`src/reshuf_pkg.sv`:
```
package reshuf_pkg;

  localparam int MAX_NODES   = 16;
  localparam int TABLE_DEPTH = 256;

  localparam int NODE_W  = $clog2(MAX_NODES + 1);
  localparam int ID_W    = $clog2(MAX_NODES);
  localparam int PAIR_W  = 2 * ID_W;
  localparam int ADDR_W  = $clog2(TABLE_DEPTH);
  localparam int CNT_W   = $clog2(TABLE_DEPTH + 1);

  localparam int NODE_COUNT_W = 5;
  localparam int EDGE_LIMIT_W = 9;
  localparam int OPTIONS_W    = 2;
  localparam int WORD_W       = 31;

  localparam int DATA_W  = 32;
  localparam int PADDR_W = 4;

  localparam logic [1:0] REG_NODE_COUNT   = 2'd0;
  localparam logic [1:0] REG_EDGE_LIMIT   = 2'd1;
  localparam logic [1:0] REG_EDGE_OPTIONS = 2'd2;

  localparam logic KIND_START = 1'b0;
  localparam logic KIND_DRAW  = 1'b1;

  localparam int OPT_UNDIRECTED = 0;
  localparam int OPT_LOOPS      = 1;

  // Remainder unit: MOD_STEP dividend bits retired per cycle.
  localparam int MOD_STEP   = 4;
  localparam int MOD_CYCLES = (WORD_W + MOD_STEP - 1) / MOD_STEP;
  localparam int MOD_DIVD_W = MOD_CYCLES * MOD_STEP;
  localparam int MOD_CNT_W  = (MOD_CYCLES > 1) ? $clog2(MOD_CYCLES) : 1;

  typedef struct packed {
    logic [NODE_COUNT_W-1:0] node_count;
    logic [EDGE_LIMIT_W-1:0] edge_limit;
    logic [OPTIONS_W-1:0]    edge_options;
  } cfg_t;

  typedef struct packed {
    logic              start;
    logic [WORD_W-1:0] word;
    logic [CNT_W-1:0]  divisor;
  } mod_req_t;

  typedef struct packed {
    logic             done;
    logic [CNT_W-1:0] rem;
  } mod_rsp_t;

  typedef struct packed {
    logic [ID_W-1:0] edge_from;
    logic [ID_W-1:0] edge_to;
    logic            last_edge;
    logic            exhausted;
  } result_t;

endpackage

```
`src/reshuf_ram.sv`:
```
module reshuf_ram #(
  parameter int DEPTH = 256,
  parameter int WIDTH = 8
) (
  input  logic                     clk,
  input  logic                     we,
  input  logic [$clog2(DEPTH)-1:0] waddr,
  input  logic [WIDTH-1:0]         wdata,
  input  logic [$clog2(DEPTH)-1:0] raddr,
  output logic [WIDTH-1:0]         rdata
);

  logic [WIDTH-1:0] mem [DEPTH];

  always_ff @(posedge clk) begin
    if (we) begin
      mem[waddr] <= wdata;
    end
    rdata <= mem[raddr];
  end

endmodule

```
`src/reshuf_mod_unit.sv`:
```
module reshuf_mod_unit (
  input  logic                clk,
  input  logic                rst,
  input  reshuf_pkg::mod_req_t req,
  output reshuf_pkg::mod_rsp_t rsp
);

  logic                              busy;
  logic                              done;
  logic [reshuf_pkg::MOD_CNT_W-1:0]  cnt;
  logic [reshuf_pkg::MOD_DIVD_W-1:0] quo;
  logic [reshuf_pkg::CNT_W-1:0]      rem;
  logic [reshuf_pkg::CNT_W-1:0]      dv;
  logic [reshuf_pkg::MOD_DIVD_W-1:0] quo_next;
  logic [reshuf_pkg::CNT_W-1:0]      rem_next;

  // Restoring remainder, MOD_STEP bits per cycle; the partial remainder stays below dv.
  always_comb begin
    logic [reshuf_pkg::CNT_W:0] t;
    t        = '0;
    rem_next = rem;
    quo_next = quo;
    for (int i = 0; i < reshuf_pkg::MOD_STEP; i++) begin
      t = {rem_next, quo_next[reshuf_pkg::MOD_DIVD_W-1]};
      if (t >= {1'b0, dv}) begin
        t = t - {1'b0, dv};
      end
      rem_next = t[reshuf_pkg::CNT_W-1:0];
      quo_next = quo_next << 1;
    end
  end

  always_ff @(posedge clk) begin
    if (rst) begin
      busy <= 1'b0;
      done <= 1'b0;
      cnt  <= '0;
    end else begin
      done <= busy && !req.start
              && (cnt == reshuf_pkg::MOD_CNT_W'(reshuf_pkg::MOD_CYCLES - 1));
      if (req.start) begin
        busy <= 1'b1;
        cnt  <= '0;
      end else if (busy) begin
        cnt <= cnt + 1'b1;
        if (cnt == reshuf_pkg::MOD_CNT_W'(reshuf_pkg::MOD_CYCLES - 1)) begin
          busy <= 1'b0;
        end
      end
    end
  end

  always_ff @(posedge clk) begin
    if (req.start) begin
      quo <= reshuf_pkg::MOD_DIVD_W'(req.word);
      rem <= '0;
      dv  <= req.divisor;
    end else if (busy) begin
      quo <= quo_next;
      rem <= rem_next;
    end
  end

  assign rsp.done = done;
  assign rsp.rem  = rem;

endmodule

```
`src/reshuf_ctrl.sv`:
```
module reshuf_ctrl (
  input  logic                                clk,
  input  logic                                rst,
  input  logic                                accept,
  input  logic                                kind,
  input  logic [reshuf_pkg::WORD_W-1:0]       word,
  input  reshuf_pkg::cfg_t                    cfg,
  output logic                                idle,
  output reshuf_pkg::mod_req_t                mod_req,
  input  reshuf_pkg::mod_rsp_t                mod_rsp,
  output logic                                ram_we,
  output logic [reshuf_pkg::ADDR_W-1:0]       ram_waddr,
  output logic [reshuf_pkg::PAIR_W-1:0]       ram_wdata,
  output logic [reshuf_pkg::ADDR_W-1:0]       ram_raddr,
  input  logic [reshuf_pkg::PAIR_W-1:0]       ram_rdata,
  output logic                                res_valid,
  input  logic                                res_take,
  output reshuf_pkg::result_t                 res
);

  typedef enum logic [7:0] {
    ST_IDLE   = 8'b0000_0001,
    ST_BUILD  = 8'b0000_0010,
    ST_DIV    = 8'b0000_0100,
    ST_RD_POS = 8'b0000_1000,
    ST_RD_CNT = 8'b0001_0000,
    ST_WR_POS = 8'b0010_0000,
    ST_WR_CNT = 8'b0100_0000,
    ST_EMIT   = 8'b1000_0000
  } state_t;

  state_t                            state;
  logic [reshuf_pkg::NODE_W-1:0]     bu;
  logic [reshuf_pkg::NODE_W-1:0]     bv;
  logic                              brev;
  logic [reshuf_pkg::CNT_W-1:0]      total;
  logic [reshuf_pkg::CNT_W-1:0]      drawn;
  logic [reshuf_pkg::CNT_W-1:0]      limit;
  logic [reshuf_pkg::ADDR_W-1:0]     pos;
  logic [reshuf_pkg::PAIR_W-1:0]     picked;

  logic [reshuf_pkg::NODE_W-1:0]     n;
  logic                              undirected;
  logic                              loops;
  logic                              b_write;
  logic                              b_store;
  logic [reshuf_pkg::PAIR_W-1:0]     b_pair;
  logic                              no_draw;
  logic [reshuf_pkg::CNT_W-1:0]      pos_full;
  logic [reshuf_pkg::CNT_W-1:0]      drawn_inc;

  always_comb begin
    if (32'(cfg.node_count) > reshuf_pkg::MAX_NODES) begin
      n = reshuf_pkg::NODE_W'(reshuf_pkg::MAX_NODES);
    end else begin
      n = reshuf_pkg::NODE_W'(cfg.node_count);
    end
  end

  assign undirected = cfg.edge_options[reshuf_pkg::OPT_UNDIRECTED];
  assign loops      = cfg.edge_options[reshuf_pkg::OPT_LOOPS];

  // Builder walk: for node bu, the pairs with bv above it (and the mirrored pair when
  // directed), then the self loop, if enabled, once bv runs past the last node.
  always_comb begin
    b_write = 1'b0;
    b_pair  = '0;
    if (bu < n) begin
      if (bv < n) begin
        b_write = 1'b1;
        if (brev) begin
          b_pair = {bv[reshuf_pkg::ID_W-1:0], bu[reshuf_pkg::ID_W-1:0]};
        end else begin
          b_pair = {bu[reshuf_pkg::ID_W-1:0], bv[reshuf_pkg::ID_W-1:0]};
        end
      end else if (loops) begin
        b_write = 1'b1;
        b_pair  = {bu[reshuf_pkg::ID_W-1:0], bu[reshuf_pkg::ID_W-1:0]};
      end
    end
  end

  assign b_store   = b_write && (total < reshuf_pkg::CNT_W'(reshuf_pkg::TABLE_DEPTH));
  assign no_draw   = (drawn >= limit) || (drawn >= total);
  assign pos_full  = drawn + mod_rsp.rem;
  assign drawn_inc = drawn + 1'b1;

  assign idle      = (state == ST_IDLE);
  assign res_valid = (state == ST_EMIT);

  assign mod_req.start   = idle && accept && (kind == reshuf_pkg::KIND_DRAW) && !no_draw;
  assign mod_req.word    = word;
  assign mod_req.divisor = total - drawn;

  always_comb begin
    ram_we    = 1'b0;
    ram_waddr = total[reshuf_pkg::ADDR_W-1:0];
    ram_wdata = b_pair;
    ram_raddr = pos;
    case (state)
      ST_BUILD: begin
        ram_we = (bu < n) && b_store;
      end
      ST_RD_CNT: begin
        ram_raddr = drawn[reshuf_pkg::ADDR_W-1:0];
      end
      ST_WR_POS: begin
        ram_we    = 1'b1;
        ram_waddr = pos;
        ram_wdata = ram_rdata;
      end
      ST_WR_CNT: begin
        ram_we    = 1'b1;
        ram_waddr = drawn[reshuf_pkg::ADDR_W-1:0];
        ram_wdata = picked;
      end
      default: begin
      end
    endcase
  end

  always_ff @(posedge clk) begin
    if (rst) begin
      state <= ST_IDLE;
      total <= '0;
      drawn <= '0;
      limit <= '0;
      bu    <= '0;
      bv    <= '0;
      brev  <= 1'b0;
    end else begin
      case (state)
        ST_IDLE: begin
          if (accept) begin
            if (kind == reshuf_pkg::KIND_START) begin
              bu    <= '0;
              bv    <= reshuf_pkg::NODE_W'(1);
              brev  <= 1'b0;
              total <= '0;
              state <= ST_BUILD;
            end else if (no_draw) begin
              state <= ST_EMIT;
            end else begin
              state <= ST_DIV;
            end
          end
        end
        ST_BUILD: begin
          if (bu >= n) begin
            if (32'(cfg.edge_limit) < 32'(total)) begin
              limit <= reshuf_pkg::CNT_W'(cfg.edge_limit);
            end else begin
              limit <= total;
            end
            drawn <= '0;
            state <= ST_IDLE;
          end else begin
            if (b_store) begin
              total <= total + 1'b1;
            end
            if (bv < n) begin
              if (!brev && !undirected) begin
                brev <= 1'b1;
              end else begin
                brev <= 1'b0;
                bv   <= bv + 1'b1;
              end
            end else begin
              bu   <= bu + 1'b1;
              bv   <= bu + reshuf_pkg::NODE_W'(2);
              brev <= 1'b0;
            end
          end
        end
        ST_DIV: begin
          if (mod_rsp.done) begin
            state <= ST_RD_POS;
          end
        end
        ST_RD_POS: begin
          state <= ST_RD_CNT;
        end
        ST_RD_CNT: begin
          state <= ST_WR_POS;
        end
        ST_WR_POS: begin
          state <= ST_WR_CNT;
        end
        ST_WR_CNT: begin
          drawn <= drawn_inc;
          state <= ST_EMIT;
        end
        ST_EMIT: begin
          if (res_take) begin
            state <= ST_IDLE;
          end
        end
        default: begin
          state <= ST_IDLE;
        end
      endcase
    end
  end

  always_ff @(posedge clk) begin
    if (state == ST_IDLE && accept && kind == reshuf_pkg::KIND_DRAW && no_draw) begin
      res.edge_from <= '0;
      res.edge_to   <= '0;
      res.last_edge <= 1'b0;
      res.exhausted <= 1'b1;
    end
    if (state == ST_DIV && mod_rsp.done) begin
      pos <= pos_full[reshuf_pkg::ADDR_W-1:0];
    end
    if (state == ST_RD_CNT) begin
      picked <= ram_rdata;
    end
    if (state == ST_WR_CNT) begin
      res.edge_from <= picked[reshuf_pkg::PAIR_W-1:reshuf_pkg::ID_W];
      res.edge_to   <= picked[reshuf_pkg::ID_W-1:0];
      res.last_edge <= (drawn_inc == limit);
      res.exhausted <= 1'b0;
    end
  end

endmodule

```
`src/random_edge_sampler_partial_shuffle_top.sv`:
```
// Draws distinct graph edges by a partial Fisher-Yates shuffle over a table of candidate
// node pairs held in a 256-entry single-write, single-read RAM. A start transaction
// rebuilds the table, writing at most one entry per cycle as the node walk advances,
// then latches the clamped limit; no result is returned for it. A draw transaction runs
// the remainder unit, which retires four bits of the random word per cycle, then two
// reads and two write-backs on the single RAM port pair to swap the picked entry into
// place, and then hands the result over. A draw that finds nothing left skips these
// steps and returns an exhausted result. One transaction is worked on at a time; the
// next is accepted once the previous one has left for the output register.
module random_edge_sampler_partial_shuffle_top (
  input  logic                                clk,
  input  logic                                rst,
  input  logic                                psel,
  input  logic                                penable,
  input  logic                                pwrite,
  input  logic [reshuf_pkg::PADDR_W-1:0]      paddr,
  input  logic [reshuf_pkg::DATA_W-1:0]       pwdata,
  output logic [reshuf_pkg::DATA_W-1:0]       prdata,
  output logic                                pready,
  input  logic                                in_valid,
  output logic                                in_stall,
  input  logic                                kind,
  input  logic [reshuf_pkg::WORD_W-1:0]       random_word,
  output logic                                out_valid,
  input  logic                                out_stall,
  output logic [reshuf_pkg::ID_W-1:0]         edge_from,
  output logic [reshuf_pkg::ID_W-1:0]         edge_to,
  output logic                                last_edge,
  output logic                                exhausted
);

  reshuf_pkg::cfg_t     cfg;
  reshuf_pkg::mod_req_t mod_req;
  reshuf_pkg::mod_rsp_t mod_rsp;
  reshuf_pkg::result_t  res;

  logic                              idle;
  logic                              accept;
  logic                              res_valid;
  logic                              slot_free;
  logic                              ram_we;
  logic [reshuf_pkg::ADDR_W-1:0]     ram_waddr;
  logic [reshuf_pkg::PAIR_W-1:0]     ram_wdata;
  logic [reshuf_pkg::ADDR_W-1:0]     ram_raddr;
  logic [reshuf_pkg::PAIR_W-1:0]     ram_rdata;
  logic                              cfg_write;
  logic [1:0]                        reg_index;

  assign pready    = 1'b1;
  assign cfg_write = psel && penable && pwrite && pready;
  assign reg_index = paddr[3:2];

  always_ff @(posedge clk) begin
    if (rst) begin
      cfg.node_count   <= reshuf_pkg::NODE_COUNT_W'(2);
      cfg.edge_limit   <= '0;
      cfg.edge_options <= '0;
    end else if (cfg_write) begin
      case (reg_index)
        reshuf_pkg::REG_NODE_COUNT: begin
          cfg.node_count <= pwdata[reshuf_pkg::NODE_COUNT_W-1:0];
        end
        reshuf_pkg::REG_EDGE_LIMIT: begin
          cfg.edge_limit <= pwdata[reshuf_pkg::EDGE_LIMIT_W-1:0];
        end
        reshuf_pkg::REG_EDGE_OPTIONS: begin
          cfg.edge_options <= pwdata[reshuf_pkg::OPTIONS_W-1:0];
        end
        default: begin
        end
      endcase
    end
  end

  always_comb begin
    case (reg_index)
      reshuf_pkg::REG_NODE_COUNT:   prdata = reshuf_pkg::DATA_W'(cfg.node_count);
      reshuf_pkg::REG_EDGE_LIMIT:   prdata = reshuf_pkg::DATA_W'(cfg.edge_limit);
      reshuf_pkg::REG_EDGE_OPTIONS: prdata = reshuf_pkg::DATA_W'(cfg.edge_options);
      default:                      prdata = '0;
    endcase
  end

  assign in_stall  = !idle;
  assign accept    = in_valid && idle;
  assign slot_free = !out_valid || !out_stall;

  reshuf_ctrl u_ctrl (
    .clk       (clk),
    .rst       (rst),
    .accept    (accept),
    .kind      (kind),
    .word      (random_word),
    .cfg       (cfg),
    .idle      (idle),
    .mod_req   (mod_req),
    .mod_rsp   (mod_rsp),
    .ram_we    (ram_we),
    .ram_waddr (ram_waddr),
    .ram_wdata (ram_wdata),
    .ram_raddr (ram_raddr),
    .ram_rdata (ram_rdata),
    .res_valid (res_valid),
    .res_take  (slot_free),
    .res       (res)
  );

  reshuf_mod_unit u_mod (
    .clk (clk),
    .rst (rst),
    .req (mod_req),
    .rsp (mod_rsp)
  );

  reshuf_ram #(
    .DEPTH (reshuf_pkg::TABLE_DEPTH),
    .WIDTH (reshuf_pkg::PAIR_W)
  ) u_table (
    .clk   (clk),
    .we    (ram_we),
    .waddr (ram_waddr),
    .wdata (ram_wdata),
    .raddr (ram_raddr),
    .rdata (ram_rdata)
  );

  always_ff @(posedge clk) begin
    if (rst) begin
      out_valid <= 1'b0;
    end else if (res_valid && slot_free) begin
      out_valid <= 1'b1;
    end else if (!out_stall) begin
      out_valid <= 1'b0;
    end
  end

  always_ff @(posedge clk) begin
    if (res_valid && slot_free) begin
      edge_from <= res.edge_from;
      edge_to   <= res.edge_to;
      last_edge <= res.last_edge;
      exhausted <= res.exhausted;
    end
  end

endmodule

```
`config.mk`:
```
export PLATFORM = sky130hd
export DESIGN_NAME = random_edge_sampler_partial_shuffle_top
export DESIGN_NICKNAME = d
export VERILOG_FILES = /design/src/reshuf_pkg.sv /design/src/reshuf_ram.sv /design/src/reshuf_mod_unit.sv /design/src/reshuf_ctrl.sv /design/src/random_edge_sampler_partial_shuffle_top.sv
export SDC_FILE = /design/constraint.sdc
export NUM_CORES = 2
export LEC_CHECK = 0
export BUFFER_PORTS_ARGS = -buffer_cell sky130_fd_sc_hd__buf_2
export CAP_MARGIN = 0
export CORE_MARGIN = 1.5
export CORE_UTILIZATION = 49
export DETAILED_ROUTE_END_ITERATION = 6
export GPL_ROUTABILITY_DRIVEN = 0
export HOLD_SLACK_MARGIN = 0.06
export PLACE_DENSITY = 0.75
export REMOVE_ABC_BUFFERS = 1
export SYNTH_ARGS = -nofsm -noshare
export SYNTH_HDL_FRONTEND = slang
export SYNTH_SLANG_ARGS = --single-unit
```
`constraint.sdc`:
```
create_clock -name clk -period 44.9 [get_ports clk]
set_clock_uncertainty 0.2 [all_clocks]
set_input_delay 8.98 -clock clk [delete_from_list [all_inputs] [get_ports clk]]
set_output_delay 8.98 -clock clk [all_outputs]
set_load 0.01 [all_outputs]
```
# Yosys cells after proc, flatten, opt, wreduce, memory -nomap -nowiden
# Memories as Yosys holds them, arrays and structs flattened. A register that Yosys moved wholly into a read port is not among the register bits.
# Cells that the tools add are included.
[word_totals]
ff_bits = 154
mem_bits_rw = 2048
inputBits = 75
out_inout_bits = 45
wordCells = 175
n_memories = 1
[classes]
add_sub_neg = 12
magnitude_cmp = 12
n_eq_ne = 22
n_mux = 60
reduce_logical = 40
[mem_list]
columns = ["memory", "words", "word_bits", "read_ports", "rd_clocked_by_memory_dff", "wr", "line_no", "source"]
rows = [
  ["u_table.mem", 256, 8, 1, 1, 1, "reshuf_ram.sv:13", "logic [WIDTH-1:0] mem [DEPTH];"],
]
[op_table]
columns = ["operator", "count"]
rows = [
  ["2-to-1 mux 9 bit", 10],
  ["2-to-1 mux 8 bit", 11],
  ["one-hot mux 8 bit (8 select lines)", 1],
  ["2-to-1 mux 31 bit", 2],
  ["2-to-1 mux 5 bit", 10],
  ["subtractor 9 bit", 5],
  [">= comparator 10 x 9 -> 1 bit", 4],
  ["one-hot mux 9 bit (2 select lines)", 2],
  ["one-hot mux 8 bit (2 select lines)", 2],
  ["one-hot mux 9 bit (3 select lines)", 1],
  ["2-to-1 mux 10 bit", 2],
  ["one-hot mux 5 bit (2 select lines)", 2],
  ["adder 9 x 1 -> 9 bit, second input constant", 2],
  [">= comparator 9 bit", 2],
  ["2-to-1 mux 1 bit", 15],
  ["AND reduction 5 bit", 3],
  ["logical AND 1 bit", 14],
  ["inequality test 2 x 1 -> 1 bit, second input constant", 6],
  ["adder 5 x 1 -> 5 bit, second input constant", 2],
  ["< comparator 5 bit", 2],
  ["AND reduction 2 bit", 5],
  ["equality test 9 bit", 1],
  ["< comparator 9 bit", 1],
  ["< comparator 9 bit, second input constant", 1],
  ["other kinds (25)", 40],
]

# Logic depth before layout (Yosys ltp)
[depth]
depth_word = 10
ltp_mapped = 39
ltp_nobuf = 37

# Modules after synthesis
# Synthesis repeated with hierarchy kept, for this count alone.
[unflattened]
hier_cells = 4872
hier_area_um2 = 90309.1
[by_module_without_submodules]
columns = ["module", "n_inst", "cells_per_inst", "area_each_um2", "seq_area_each_um2"]
rows = [
  ["reshuf_ram", 1, 3733, 79556.3, 61659.1],
  ["reshuf_ctrl", 1, 621, 5325.1, 1691.6],
  ["reshuf_mod_unit", 1, 387, 4060.1, 1501.4],
  ["random_edge_sampler_partial_shuffle_top", 1, 131, 1367.6, 640.6],
]

# Worst setup path before layout
# No wires, ideal clock.
[synth_path]
path_kind = "in2out"
from = "in paddr[2] in the netlist's numbering"
to = "out prdata[5] in the netlist's numbering"
arrival_time_ns = 9.708
required_ns = 35.720
path_slack_ns = 26.012
stages = 3
path_buffers = 1
cell_sequence = "clkbuf_1 > nor2b_1 > and2_1"
[synth_via]
elab_chain_cells = 2
word_cells_on_any_way = 4
classes_between = "eq/ne: 2; mux: 1; reduce/logical: 1"
[synth_lines]
columns = ["item", "line_no", "source"]
rows = [
  ["from (decl)", "random_edge_sampler_partial_shuffle_top.sv:16", "input logic [reshuf_pkg::PADDR_W-1:0] paddr,"],
  ["equality test 2 bit (tied with other cells)", "random_edge_sampler_partial_shuffle_top.sv:76", "case (reg_index)"],
  ["one-hot mux 9 bit (3 select lines) (*)", "random_edge_sampler_partial_shuffle_top.sv:76", ""],
  ["to (decl)", "random_edge_sampler_partial_shuffle_top.sv:18", "output logic [reshuf_pkg::DATA_W-1:0] prdata,"],
]
# Mark *: on every way between the ends. The rest lies on a longest branch, timed or not.

# Final worst setup path
[layout_path]
from = "in paddr[2] in the netlist's numbering"
to = "out prdata[6] in the netlist's numbering"
# Same word-level chain as after synthesis.

==> results.tsv <==
stage	metric	value	unit
synth	synth-edff-count	2123	
clock_tree	cts_tree	built	
global_route	antenna_found_initial	7	
global_route	grt_pass1_wl	349000	um
power	finalPower	4.43	mW
clock_tree	cts_resized	0	
clock_tree	post_cts_buffers	0	
clock_tree	cts_root_buf	clkbuf_16	
sta	period_needed	18.87	ns
synth	synth_top_area_frac	0.700	
clock_tree	htree_levels	4	
sta	fin_crit_sh	0.420	
sta	finalMaxSlewViolations	0	
global_route	grt_max_degree	217	
synth	async_flop_share	0	
synth	ys.flop_type	edfxtp_1	
sta	setup_viol	0	
setup_path	crit_path_max_fanout	10	
synth	syn_inst	6638	
setup_path	cp_data_required_time	35.72	ns
placement	hpwl	137000	um
setup_path	startpoint	paddr[2]	
setup_path	r2r_end	u_mod.rem[4]	
setup_path	cp-end-kind	output pin	
cells_and_area	area_growth	10.7	%
global_route	grtUsageTotal	0.247	
setup_path	path_depth	4	
setup_path	cp_top_family	simple AND/OR/NAND/NOR gates	
clock_tree	cts_hold_buf	0	
die	die_h	434	um
setup_path	crit_slowest_cell	nor2b_1	
synth	ys_ff_latch	2210	
die	ios	120	
clock_tree	clkLatencyLatePin	0.88	ns
routing	via_per_inst	6.15	
hold_path	hp-class	reg -> reg	
die	num_rows	158	
synth	netlist.top_cell.by_area	edfxtp_1	
power	power-per-cell-area	43.9	nW/um^2
cells_and_area	fin_nets	6761	
run_status	violations	DRC	
routing	dr_total_vias	56985	
clock_tree	clk_pin_slew_worst_paths	0.06	ns
global_route	grt_overflow	0	
setup_path	cp-endpoint	prdata[6]	
routing	drc	2	
global_route	grt_pass1_vias	55101	
setup_path	max_stage_delay	0.23	ns
routing	initialDrtViolationCount	7826	
sta	fin_tns_setup	0	ns
run_status	status	finished, violations left	
routing	ant_nets	0	
setup_path	critPathBufInv	2	
setup_path	worstPathArrival	9.69	ns
clock_tree	clockBufferDepth	3	
sta	maxSlewHeadroom	0.156	
synth	avgSynthCellArea	13.7	sq um
die	die_area	188000	sq um
run	cap_violations	0	
routing	drt-total-wl	237000	um
clock_tree	cts_num_sinks	2210	
synth	seq_area_frac_synth	0.719	
power	leakagePower	33.9	nW
synth	yosysWarnings	0	
setup_path	rr_startpoint	u_mod.dv[1]	
sta	rsz0062_at_grt	no	
sta	fmax	0.0530	GHz
setup_path	start_kind	primary input	
clock_tree	cts_made_buffers	209	
routing	routedWlPerCell	25.5	um
sta	hold_viol	0	
die	core_region_area	185000	sq um
setup_path	crit_chain	buf_2 -> nor2b_1 -> and2_1 -> buf_2	
synth	ys_top_cells_by_area	edfxtp_1 (70%), mux2i_1 (5.7%), nand2_1 (4.8%), nand3_1 (2.0%), dfxtp_1 (1.9%)	
setup_path	r2r_cells	31	
setup_path	ff2ff_setup_slack	34.10	ns
setup_path	cp_common_cell	buf_2	
placement	port_buffers	70	
routing	first_pass_iters	7	
setup_path	path_class	in -> out	
synth	syn_area	91000	sq um
cells_and_area	drive_above_1_share	0.0819	
sta	worst_pin_slew	1.27	ns
synth	yosysUniqueCellTypes	80	
die	die_w	434	um
die	initial_core_util	0.492	
power	vdd_ir_drop_max	0.0000591	V
[kinds of logic after synthesis]
family / share of synthesized area
multiplexers: 0.0608
flip-flops: 0.719
AND/OR/NAND/NOR: 0.107
buffers and inverters: 0.0229
other: 0.0000825
adder cells (fa/ha/maj): 0.0130
AO/OA/AOI/OAI: 0.0705
XOR/XNOR: 0.00587
[worst reg2reg max path: cells and delay by family (launching register included)]
kind | cells | cell delay [ns]
muxes | 2 | 0.71
AOI/OAI and AO/OA | 20 | 6.85
and+or+nand+nor | 4 | 0.75
buffers and inverters | 1 | 0.34
adders and majority gates | 4 | 1.42
DFF | 1 | 0.45
[worst min-delay path by stage]
stage,startpoint,end,slack [ns],cells after the start
after global routing,u_ctrl.res[3],edge_to[1],0.23,0
after global placement,u_ctrl.res[8],edge_from[2],0.21,0
after floorplan,u_ctrl.res[6],edge_from[0],0.20,0
final,u_ctrl.res[5],edge_to[3],0.22,0
after detailed placement,u_ctrl.res[3],edge_to[1],0.20,0
after CTS,u_ctrl.res[3],edge_to[1],0.22,0
[per-layer routing]
| layer | GRT usage | wire, um |
|---|---|---|
| met3 | 0.0610 | 25700 |
| met1 | 0.327 | 90200 |
| met5 | 0 | 27 |
| met4 | 0.111 | 10800 |
| met2 | 0.387 | 110000 |
[Yosys cell counts (67+ instances only)]
| cell | instances |
|---|---|
| o21ai_0 | 134 |
| nand4_1 | 138 |
| clkbuf_1 | 252 |
| nand3_1 | 360 |
| nand2_1 | 1173 |
| ha_1 | 85 |
| mux2i_1 | 517 |
| edfxtp_1 | 2123 |
| a21oi_1 | 209 |
| inv_1 | 67 |
| dfxtp_1 | 87 |
| buf_2 | 85 |
| o22ai_1 | 183 |
| nor2_1 | 378 |
| a31oi_1 | 139 |
[placed cells by master (no fill, tap or decap), types with 131 or more instances in the layout]
master	n
clkbuf_16	211
nand3_1	350
nor2_1	376
a21oi_1	205
edfxtp_1	2123
o21ai_0	131
mux2i_1	516
o22ai_1	183
nand4_1	138
nand2_1	1168
a31oi_1	139
[per-stage QoR]
step	std cells	instance area, sq um	worst slack [ns]	hold WS [ns]	util
6_report	9265	101000	26.03	0.218	0.545
3_5_place_dp	8864	93700	26.03	0.205	0.507
3_3_place_gp	8864	93700	26.04	0.209	0.507
4_1_cts	9260	101000	26.03	0.220	0.545
2_1_floorplan	6235	89300	14.39	0.200	-
5_1_grt	9261	101000	25.95	0.225	0.545
[registers in the layout (all words and copies together) (netlist names), 3 cells and up]
register / count
u_mod.dv: 9
u_ctrl.picked: 8
u_mod.quo: 32
u_table.mem: 2048
cfg: 16
u_mod.cnt: 3
u_ctrl.bu: 5
u_ctrl.res: 10
u_ctrl.total: 9
u_mod.rem: 9
edge_from: 4
u_ctrl.drawn: 9
u_ctrl.pos: 8
u_table.rdata: 8
u_ctrl.limit: 9
u_ctrl.bv: 5
edge_to: 4
u_ctrl.state: 8
[power by group]
| group | internal (mW) | total (mW) | switching, mW |
|---|---|---|---|
| clock | 1.01 | 1.79 | 0.786 |
| combinational | 0.163 | 0.388 | 0.225 |
| sequential | 2.24 | 2.24 | 0.00596 |
[area by class of cell]
type	instances	area [sq um]
Tap cell	2480	3100
Inverter	70	263
Clock buffer	251	5530
Antenna cell	5	12.5
Clock inverter	145	1520
Fill cell	14404	84200
Sequential cell	2210	65500
Timing Repair Buffer	149	1060
Multi-Input combinational cell	3955	23800
(Power assumes the default switching activity.)
